==> config.mk <==
export PLATFORM = sky130hd
export DESIGN_NAME = bresenham_line_stepper_flat
export DESIGN_NICKNAME = d
export VERILOG_FILES = /design/src/hw/rtl/bls_pkg.sv /design/src/hw/rtl/bls_seg_if.sv /design/src/hw/rtl/bls_pix_if.sv /design/src/hw/rtl/bls_front.sv /design/src/hw/rtl/bls_queue.sv /design/src/hw/rtl/bls_back.sv /design/src/hw/rtl/bresenham_line_stepper.sv /design/src/flat_wrapper.sv
export SDC_FILE = /design/constraint.sdc
export NUM_CORES = 1
export LEC_CHECK = 0
export BUFFER_PORTS_ARGS = -buffer_cell sky130_fd_sc_hd__buf_2
export CAP_MARGIN = 10
export CORE_ASPECT_RATIO = 1.4
export CORE_MARGIN = 4
export CORE_UTILIZATION = 66
export DETAILED_ROUTE_END_ITERATION = 8
export HOLD_SLACK_MARGIN = 0.03
export PLACE_DENSITY = 0.93
export SLEW_MARGIN = 20
export SYNTH_ARGS = -nofsm -noshare
export SYNTH_HDL_FRONTEND = slang
export SYNTH_SLANG_ARGS = --single-unit
==> constraint.sdc <==
create_clock -name clk_i -period 8 [get_ports clk_i]
set_clock_uncertainty 0.05 [all_clocks]
set_input_delay 0 -clock clk_i [delete_from_list [all_inputs] [get_ports clk_i]]
set_output_delay 0 -clock clk_i [all_outputs]
set_load 0.005 [all_outputs]
==> src/hw/rtl/bls_pkg.sv <==
package bls_pkg;

  localparam int unsigned COORD_BITS  = 6;
  localparam int unsigned ERR_BITS    = COORD_BITS + 2;
  localparam int unsigned QUEUE_DEPTH = 2;
  localparam int unsigned QPTR_BITS   = $clog2(QUEUE_DEPTH);
  localparam int unsigned QCNT_BITS   = $clog2(QUEUE_DEPTH + 1);

  typedef logic signed [COORD_BITS-1:0] coord_t;
  typedef logic        [COORD_BITS-1:0] count_t;
  typedef logic signed [ERR_BITS-1:0]   err_t;
  typedef logic signed [1:0]            dir_t;

  localparam dir_t DIR_POS  = 2'sb01;
  localparam dir_t DIR_NEG  = 2'sb11;
  localparam dir_t DIR_NONE = 2'sb00;

  // Segment set up for stepping: start point, directions, deltas, initial error
  typedef struct packed {
    coord_t start_x;
    coord_t start_y;
    dir_t   dir_x;
    dir_t   dir_y;
    logic   axes_swapped;
    count_t major_delta;
    count_t minor_delta;
    err_t   err_init;
  } seg_desc_t;

endpackage

==> src/hw/rtl/bls_seg_if.sv <==
interface bls_seg_if
  import bls_pkg::*;
();
  logic   valid;
  logic   ready;
  coord_t start_x;
  coord_t start_y;
  coord_t end_x;
  coord_t end_y;

  modport source (output valid, output start_x, output start_y, output end_x,
                  output end_y, input ready);
  modport sink   (input valid, input start_x, input start_y, input end_x,
                  input end_y, output ready);
endinterface

==> src/hw/rtl/bls_pix_if.sv <==
interface bls_pix_if
  import bls_pkg::*;
();
  logic   valid;
  logic   ready;
  coord_t pixel_x;
  coord_t pixel_y;
  logic   is_last;

  modport source (output valid, output pixel_x, output pixel_y, output is_last,
                  input ready);
  modport sink   (input valid, input pixel_x, input pixel_y, input is_last,
                  output ready);
endinterface

==> src/hw/rtl/bls_front.sv <==
module bls_front
  import bls_pkg::*;
(
  input  logic       clk_i,
  input  logic       rst_ni,
  bls_seg_if.sink    seg_i,
  output logic       desc_valid_o,
  input  logic       desc_ready_i,
  output seg_desc_t  desc_o
);

  logic              valid_q, valid_d;
  seg_desc_t         desc_q, desc_d;
  logic signed [COORD_BITS:0] dx, dy, ndx, ndy;
  count_t            adx, ady, maj, mnr;
  logic              swap, accept;

  assign seg_i.ready  = !valid_q || desc_ready_i;
  assign accept       = seg_i.valid && seg_i.ready;
  assign desc_valid_o = valid_q;
  assign desc_o       = desc_q;

  always_comb begin
    dx   = {seg_i.end_x[COORD_BITS-1], seg_i.end_x}
         - {seg_i.start_x[COORD_BITS-1], seg_i.start_x};
    dy   = {seg_i.end_y[COORD_BITS-1], seg_i.end_y}
         - {seg_i.start_y[COORD_BITS-1], seg_i.start_y};
    ndx  = -dx;
    ndy  = -dy;
    adx  = dx[COORD_BITS] ? ndx[COORD_BITS-1:0] : dx[COORD_BITS-1:0];
    ady  = dy[COORD_BITS] ? ndy[COORD_BITS-1:0] : dy[COORD_BITS-1:0];
    swap = ady > adx;
    maj  = swap ? ady : adx;
    mnr  = swap ? adx : ady;

    desc_d.start_x      = seg_i.start_x;
    desc_d.start_y      = seg_i.start_y;
    desc_d.dir_x        = dx[COORD_BITS] ? DIR_NEG : ((adx != '0) ? DIR_POS : DIR_NONE);
    desc_d.dir_y        = dy[COORD_BITS] ? DIR_NEG : ((ady != '0) ? DIR_POS : DIR_NONE);
    desc_d.axes_swapped = swap;
    desc_d.major_delta  = maj;
    desc_d.minor_delta  = mnr;
    desc_d.err_init     = $signed({1'b0, mnr, 1'b0}) - $signed({2'b00, maj});
  end

  always_comb begin
    valid_d = valid_q;
    if (desc_ready_i) begin
      valid_d = 1'b0;
    end
    // drop zero-length segments here
    if (accept && (maj != '0)) begin
      valid_d = 1'b1;
    end
  end

  always_ff @(posedge clk_i or negedge rst_ni) begin
    if (!rst_ni) begin
      valid_q <= 1'b0;
    end else begin
      valid_q <= valid_d;
    end
  end

  always_ff @(posedge clk_i) begin
    if (accept) begin
      desc_q <= desc_d;
    end
  end

endmodule

==> src/hw/rtl/bls_queue.sv <==
module bls_queue
  import bls_pkg::*;
(
  input  logic      clk_i,
  input  logic      rst_ni,
  input  logic      push_valid_i,
  output logic      push_ready_o,
  input  seg_desc_t push_data_i,
  output logic      pop_valid_o,
  input  logic      pop_ready_i,
  output seg_desc_t pop_data_o
);

  seg_desc_t              mem_q [QUEUE_DEPTH];
  logic [QPTR_BITS-1:0]   wr_ptr_q, rd_ptr_q;
  logic [QCNT_BITS-1:0]   cnt_q, cnt_d;
  logic                   push, pop;

  assign push_ready_o = cnt_q != QCNT_BITS'(QUEUE_DEPTH);
  assign pop_valid_o  = cnt_q != '0;
  assign pop_data_o   = mem_q[rd_ptr_q];
  assign push         = push_valid_i && push_ready_o;
  assign pop          = pop_valid_o && pop_ready_i;

  always_comb begin
    cnt_d = cnt_q;
    if (push && !pop) begin
      cnt_d = cnt_q + 1'b1;
    end else if (pop && !push) begin
      cnt_d = cnt_q - 1'b1;
    end
  end

  always_ff @(posedge clk_i or negedge rst_ni) begin
    if (!rst_ni) begin
      wr_ptr_q <= '0;
      rd_ptr_q <= '0;
      cnt_q    <= '0;
    end else begin
      cnt_q <= cnt_d;
      if (push) begin
        wr_ptr_q <= (wr_ptr_q == QPTR_BITS'(QUEUE_DEPTH - 1)) ? '0 : wr_ptr_q + 1'b1;
      end
      if (pop) begin
        rd_ptr_q <= (rd_ptr_q == QPTR_BITS'(QUEUE_DEPTH - 1)) ? '0 : rd_ptr_q + 1'b1;
      end
    end
  end

  always_ff @(posedge clk_i) begin
    if (push) begin
      mem_q[wr_ptr_q] <= push_data_i;
    end
  end

endmodule

==> src/hw/rtl/bls_back.sv <==
module bls_back
  import bls_pkg::*;
(
  input  logic      clk_i,
  input  logic      rst_ni,
  input  logic      desc_valid_i,
  output logic      desc_ready_o,
  input  seg_desc_t desc_i,
  bls_pix_if.source pix_o
);

  logic      busy_q, busy_d;
  logic      out_valid_q, out_valid_d;
  coord_t    cur_x_q, cur_y_q, pixel_x_q, pixel_y_q;
  logic      is_last_q;
  err_t      err_q;
  count_t    steps_q;
  seg_desc_t seg_q;
  logic      load, advance, minor_step;
  logic signed [ERR_BITS:0] err_a, err_b;
  coord_t    step_x, step_y;

  assign desc_ready_o = !busy_q;
  assign load         = desc_valid_i && !busy_q;
  assign advance      = busy_q && (!out_valid_q || pix_o.ready);

  assign pix_o.valid   = out_valid_q;
  assign pix_o.pixel_x = pixel_x_q;
  assign pix_o.pixel_y = pixel_y_q;
  assign pix_o.is_last = is_last_q;

  always_comb begin
    minor_step = err_q > 0;
    // take the minor step first (error drops by 2*major), then the major step
    err_a = minor_step
          ? ({err_q[ERR_BITS-1], err_q} - $signed({1'b0, seg_q.major_delta, 1'b0}))
          : {err_q[ERR_BITS-1], err_q};
    err_b = err_a + $signed({2'b00, seg_q.minor_delta, 1'b0});
    step_x = coord_t'({{(COORD_BITS-2){seg_q.dir_x[1]}}, seg_q.dir_x});
    step_y = coord_t'({{(COORD_BITS-2){seg_q.dir_y[1]}}, seg_q.dir_y});
  end

  always_comb begin
    busy_d      = busy_q;
    out_valid_d = out_valid_q;
    if (pix_o.ready) begin
      out_valid_d = 1'b0;
    end
    if (advance) begin
      out_valid_d = 1'b1;
      if (steps_q == count_t'(1)) begin
        busy_d = 1'b0;
      end
    end
    if (load) begin
      busy_d = 1'b1;
    end
  end

  always_ff @(posedge clk_i or negedge rst_ni) begin
    if (!rst_ni) begin
      busy_q      <= 1'b0;
      out_valid_q <= 1'b0;
    end else begin
      busy_q      <= busy_d;
      out_valid_q <= out_valid_d;
    end
  end

  always_ff @(posedge clk_i) begin
    if (load) begin
      seg_q   <= desc_i;
      cur_x_q <= desc_i.start_x;
      cur_y_q <= desc_i.start_y;
      err_q   <= desc_i.err_init;
      steps_q <= desc_i.major_delta;
    end else if (advance) begin
      pixel_x_q <= cur_x_q;
      pixel_y_q <= cur_y_q;
      is_last_q <= steps_q == count_t'(1);
      steps_q   <= steps_q - 1'b1;
      err_q     <= err_b[ERR_BITS-1:0];
      if (seg_q.axes_swapped) begin
        cur_y_q <= cur_y_q + step_y;
        if (minor_step) begin
          cur_x_q <= cur_x_q + step_x;
        end
      end else begin
        cur_x_q <= cur_x_q + step_x;
        if (minor_step) begin
          cur_y_q <= cur_y_q + step_y;
        end
      end
    end
  end

endmodule

==> src/hw/rtl/bresenham_line_stepper.sv <==
// Line segment stepper: each request on seg_i carries two signed endpoints, and
// pix_o returns the segment's pixels from the start point up to one step short of
// the end point, max(|dx|,|dy|) of them, with is_last on the final one; a
// zero-length segment returns nothing. The back-end stepper emits one pixel per
// cycle while the receiver is ready, and loads the next segment only after it has
// emitted the last pixel of the current one. The front end sets up each segment
// combinationally into a register and holds up to two prepared segments in a
// queue, so new requests are taken while a line is still stepping.
module bresenham_line_stepper
  import bls_pkg::*;
(
  input  logic      clk_i,
  input  logic      rst_ni,
  bls_seg_if.sink   seg_i,
  bls_pix_if.source pix_o
);

  logic      f_valid, f_ready, b_valid, b_ready;
  seg_desc_t f_desc, b_desc;

  bls_front u_front (
    .clk_i        (clk_i),
    .rst_ni       (rst_ni),
    .seg_i        (seg_i),
    .desc_valid_o (f_valid),
    .desc_ready_i (f_ready),
    .desc_o       (f_desc)
  );

  bls_queue u_queue (
    .clk_i        (clk_i),
    .rst_ni       (rst_ni),
    .push_valid_i (f_valid),
    .push_ready_o (f_ready),
    .push_data_i  (f_desc),
    .pop_valid_o  (b_valid),
    .pop_ready_i  (b_ready),
    .pop_data_o   (b_desc)
  );

  bls_back u_back (
    .clk_i        (clk_i),
    .rst_ni       (rst_ni),
    .desc_valid_i (b_valid),
    .desc_ready_o (b_ready),
    .desc_i       (b_desc),
    .pix_o        (pix_o)
  );

endmodule

==> src/flat_wrapper.sv <==
// flat-port wrapper written by rule: the top's interface ports become plain ports
module bresenham_line_stepper_flat import bls_pkg::*;
  (clk_i, rst_ni, seg_i_valid, seg_i_start_x, seg_i_start_y, seg_i_end_x, seg_i_end_y, seg_i_ready, pix_o_valid, pix_o_pixel_x, pix_o_pixel_y, pix_o_is_last, pix_o_ready);
  bls_seg_if seg_i_i ();
  bls_pix_if pix_o_i ();
  input  logic clk_i;
  input  logic rst_ni;
  input wire logic [$bits(seg_i_i.valid)-1:0] seg_i_valid;
  input wire logic [$bits(seg_i_i.start_x)-1:0] seg_i_start_x;
  input wire logic [$bits(seg_i_i.start_y)-1:0] seg_i_start_y;
  input wire logic [$bits(seg_i_i.end_x)-1:0] seg_i_end_x;
  input wire logic [$bits(seg_i_i.end_y)-1:0] seg_i_end_y;
  output wire logic [$bits(seg_i_i.ready)-1:0] seg_i_ready;
  output wire logic [$bits(pix_o_i.valid)-1:0] pix_o_valid;
  output wire logic [$bits(pix_o_i.pixel_x)-1:0] pix_o_pixel_x;
  output wire logic [$bits(pix_o_i.pixel_y)-1:0] pix_o_pixel_y;
  output wire logic [$bits(pix_o_i.is_last)-1:0] pix_o_is_last;
  input wire logic [$bits(pix_o_i.ready)-1:0] pix_o_ready;
  assign seg_i_i.valid = seg_i_valid;
  assign seg_i_i.start_x = seg_i_start_x;
  assign seg_i_i.start_y = seg_i_start_y;
  assign seg_i_i.end_x = seg_i_end_x;
  assign seg_i_i.end_y = seg_i_end_y;
  assign seg_i_ready = seg_i_i.ready;
  assign pix_o_valid = pix_o_i.valid;
  assign pix_o_pixel_x = pix_o_i.pixel_x;
  assign pix_o_pixel_y = pix_o_i.pixel_y;
  assign pix_o_is_last = pix_o_i.is_last;
  assign pix_o_i.ready = pix_o_ready;
  bresenham_line_stepper u_core (.clk_i(clk_i), .rst_ni(rst_ni), .seg_i(seg_i_i), .pix_o(pix_o_i));
endmodule
==> flow_metrics.py <==
metrics = {
    "layout": {
        "fin_nets": 775,
        "final_cell_mix": "edfxtp_1 (164), inv_1 (57), ha_1 (49)",
        "utilization_pct": 76.2,
        "antenna_cells": 0,
        "n_fill_cell": 674,
        "drive_gt1_share_pct": 15.5,
        "final_common_cell": "edfxtp_1",
        "area_delta_synth_final_pct": 13.2,
    },
    "grt": {
        "grt_overflow_total": 0,
        "grt.total_usage_pct": 25.6,
        "grt_pass1_wl_um": 27700,
        "grt_pass1_vias": 5394,
        "grt_max_degree": 48,
        "antenna_found_initial": 0,
    },
    "sta": {
        "worstMarginPinSlew_ns": 1.14,
        "finalHoldViolations": 0,
        "finalCriticalPeriod_ns": 6.12,
        "finalSetupViolations": 0,
        "maxSlewHeadroom_pct": 24.2,
        "fin_ws_ns": 1.88,
        "setup_tns_ns": 0,
        "fmax_ghz": 0.163,
        "layout_worst_path_cycle_share_pct": 76.5,
        "rsz0062_at_grt": "no",
        "maxSlewViolCount": 0,
    },
    "worst_setup_path": {
        "critPathLaunchType": "primary input",
        "worst-path-max-fanout": 13,
        "crit_path_end_kind": "flop",
        "r2r-end": "u_core.u_back.cur_x_q[2]",
        "rr_worst_depth": 5,
        "rr_startpoint": "u_core.u_queue.cnt_q[0]",
        "cp.required_ns": 8.12,
        "critPathKind": "primary input to flop",
        "worstPathArrival_ns": 6.24,
        "r2r_slack_ns": 4.66,
    },
    "drt": {
        "ant_nets": 0,
        "routed-via-count": 5294,
        "finalWirelength_um": 17400,
        "routedWlPerCell_um": 20.4,
        "first_iter_violations": 397,
        "via_per_inst": 6.19,
        "drtPass1Iterations": 5,
        "remaining_drc_errors": 0,
    },
    "placement": {
        "io_buffers": 42,
        "dpl_worst_slack_ns": 2.07,
        "dp_hpwl_um": 11200,
        "routabilityCongestion": 0.914,
    },
    "clocking": {
        "clock_sinks": 171,
        "htree_levels": 4,
        "cts_buffers": 17,
        "insertion_delay_ns": 0.43,
        "cts_root_buf": "clkbuf_16",
        "cts_tree": "done",
        "clk_pin_slew_ns": 0.08,
        "cts_buffer_depth": 2,
    },
    "yosys": {
        "synthXorXnorAreaFrac_pct": 4.94,
        "synth_simple_gate_area_share_pct": 6.82,
        "synth_compound_area_share_pct": 9.94,
        "syn_inst": 624,
        "synth.distinct_cells": 55,
        "syn_area_per_cell_um2": 13.4,
        "ys.flop_type": "edfxtp_1",
        "syn_area_mm2": 0.00833,
        "synth_edf_count": 164,
        "ys_warn_count": 0,
        "yosys.area_share.adder_pct": 8.93,
        "async_flop_share_pct": 4.09,
        "ys_seq_area_share_pct": 61.2,
        "synth.mux.area_fraction_pct": 4.95,
        "synth_top_family_by_area": "compound AO/OA/AOI/OAI gates",
        "synthesis.nets": 707,
        "synth-seq-cells": 171,
    },
    "floorplan": {
        "start_util_pct": 67.4,
        "die-area_mm2": 0.0145,
        "row_count": 48,
        "die_w_um": 103,
        "core_mm2": 0.0124,
        "io_pins": 43,
        "die_y_um": 141,
    },
    "power": {
        "max-vdd-ir-drop_v": 0.000183,
        "p_int_uw": 2340,
        "switching_share_pct": 35.3,
        "clkPwrFrac_pct": 21.5,
        "pwr_density_cell_mw_per_mm2": 384,
        "power_leakage_uw": 0.00368,
        "net-switching-power_uw": 1280,
        "p_seq_share_pct": 42.5,
        "p_comb_share_pct": 36.1,
    },
    "status": {
        "status": "finished, final reports clean",
    },
    "hold_path": {
        "hp-start": "seg_i_end_y[4]",
        "holdPathEnd": "u_core.u_front.desc_o[21]",
        "hold_path_class": "primary input to flop",
        "hold_depth": 4,
    },
    "job": {
        "max-cap-violations": 0,
    },
}
## layer usage
| metal | global-route usage (%) | vias up | share of wire, % |
|---|---|---|---|
| met5 | 0 | - | 0 |
| met1 | 29.0 | 2548 | 36 |
| met3 | 4.90 | 78 | 5.6 |
| li1 | - | 2424 | - |
| met2 | 43.8 | 244 | 53 |
| met4 | 15.1 | 0 | 5.8 |
## state kept, by name (all words and copies together) (netlist names)
| register | count |
|---|---|
| u_core.u_back.cur_x_q | 6 |
| u_core.u_back.seg_q | 17 |
| u_core.u_back.pix_o.is_last | 1 |
| u_core.u_back.err_q | 8 |
| u_core.u_back.pix_o.valid | 1 |
| u_core.u_queue.wr_ptr_q | 1 |
| u_core.u_front.desc_valid_o | 1 |
| u_core.u_queue.mem_q | 72 |
| u_core.u_back.steps_q | 6 |
| u_core.u_back.pix_o.pixel_y | 6 |
| u_core.u_back.pix_o.pixel_x | 6 |
| u_core.u_back.cur_y_q | 6 |
| u_core.u_front.desc_o | 36 |
| u_core.u_queue.cnt_q | 2 |
| u_core.u_queue.rd_ptr_q | 1 |
| u_core.u_back.busy_q | 1 |
## worst max-delay path by stage
stage	startpoint	end	slack [ns]	cells after the start
CTS	seg_i_start_y[0]	u_core.u_front.desc_o[6]	2.06	23
global route	seg_i_start_y[0]	u_core.u_front.desc_o[6]	1.64	24
floorplan	seg_i_end_x[0]	u_core.u_front.desc_o[6]	3.14	22
global placement	seg_i_end_x[0]	u_core.u_front.desc_o[6]	2.45	23
finish	seg_i_start_y[0]	u_core.u_front.desc_o[6]	1.88	23
detailed placement	seg_i_end_x[0]	u_core.u_front.desc_o[6]	2.07	23
## repair_timing
| item | 4_1_cts | 5_1_grt |
|---|---|---|
| setup buffers | 0 | 0 |
| setup endpoints to repair | 0 | 0 |
| hold buffers | 16 | 0 |
| resized for setup | 0 | 0 |
| endpoints found under the hold margin | 21 | 0 |
## logic make-up (layout without fill, tap and decap cells)
| kind of cell | Yosys count | in the layout |
|---|---|---|
| muxes | 38 | 38 |
| DFF | 171 | 171 |
| xor gates and xnor gates | 47 | 47 |
| and+or+nand+nor | 111 | 111 |
| AOI/OAI and AO/OA | 130 | 130 |
| buffers and inverters | 71 | 152 |
| adders and majority gates | 56 | 56 |
## synth_stat cells, types with 2 or more instances
library cell	n	area (µm²)
edfxtp_1	164	4920
mux2i_1	17	170
a31oi_1	3	18.8
a211oi_2	2	25.0
and2_1	7	43.8
a21oi_1	46	230
and3_1	2	12.5
a211oi_1	9	67.6
inv_1	57	214
nand2_1	29	109
o21ai_0	23	115
o31ai_1	3	22.5
nand3_1	5	25.0
a21boi_0	6	45.0
buf_1	2	7.51
a21o_1	16	120
dfrtp_1	7	175
nor2b_1	6	37.5
or3b_1	2	17.5
nor4_1	5	31.3
xor2_1	15	131
nor2_1	26	97.6
nand3b_1	4	30.0
nand2b_1	6	37.5
mux2_2	19	214
nor3b_1	6	45.0
a221oi_2	2	30.0
nor3_1	7	35.0
fa_1	6	120
o21ai_1	3	15.0
xnor2_1	32	280
ha_1	49	613
o21bai_1	7	52.6
clkbuf_1	10	37.5
## layout make-up
cell class | count | area (µm²) | share of cell area (%)
clock buffer | 18 | 429 | 4.55
clock inverter | 14 | 128 | 1.35
inverter | 58 | 218 | 2.31
multi-input combinational | 382 | 2970 | 31.5
sequential | 171 | 5100 | 54.1
tap | 150 | 188 | 1.99
timing repair buffer | 62 | 400 | 4.25
## stage by stage
stage / cells / cell area, µm² / hold slack [ns] / power [µW]
2_1_floorplan: 624 / 8330 / -0.346 / 2450
3_3_place_gp: 807 / 8710 / -0.218 / 2660
3_5_place_dp: 807 / 8710 / -0.211 / 2780
4_1_cts: 855 / 9430 / 0.161 / 3580
5_1_grt: 855 / 9430 / 0.234 / 3810
6_report: 855 / 9430 / 0.225 / 3620
## power by group through the flow
stage | Combinational, µW | Clock [µW] | Sequential (µW)
2_1_floorplan | 948 | 0 | 1500
3_3_place_gp | 1150 | 0 | 1510
3_5_place_dp | 1240 | 0 | 1540
4_1_cts | 1270 | 773 | 1530
5_1_grt | 1420 | 827 | 1560
6_report | 1310 | 779 | 1540
## critical path, stage by stage
cell,delay (ns)
dlygate4sd3_1,0.52
buf_2,0.12
ha_1,0.17
inv_1,0.06
fa_1,0.42
xor2_1,0.21
or3b_1,0.42
o31ai_1,0.51
xor2_1,0.29
inv_1,0.09
ha_1,0.29
a21o_1,0.16
o22ai_1,0.86
inv_2,0.25
nand3_1,0.17
and2_1,0.21
xnor2_1,0.10
ha_1,0.21
a311oi_1,0.39
o31ai_1,0.20
maj3_2,0.35
a21oi_2,0.16
xor2_1,0.08
No activity file was read; power rests on OpenSTA's default activity.
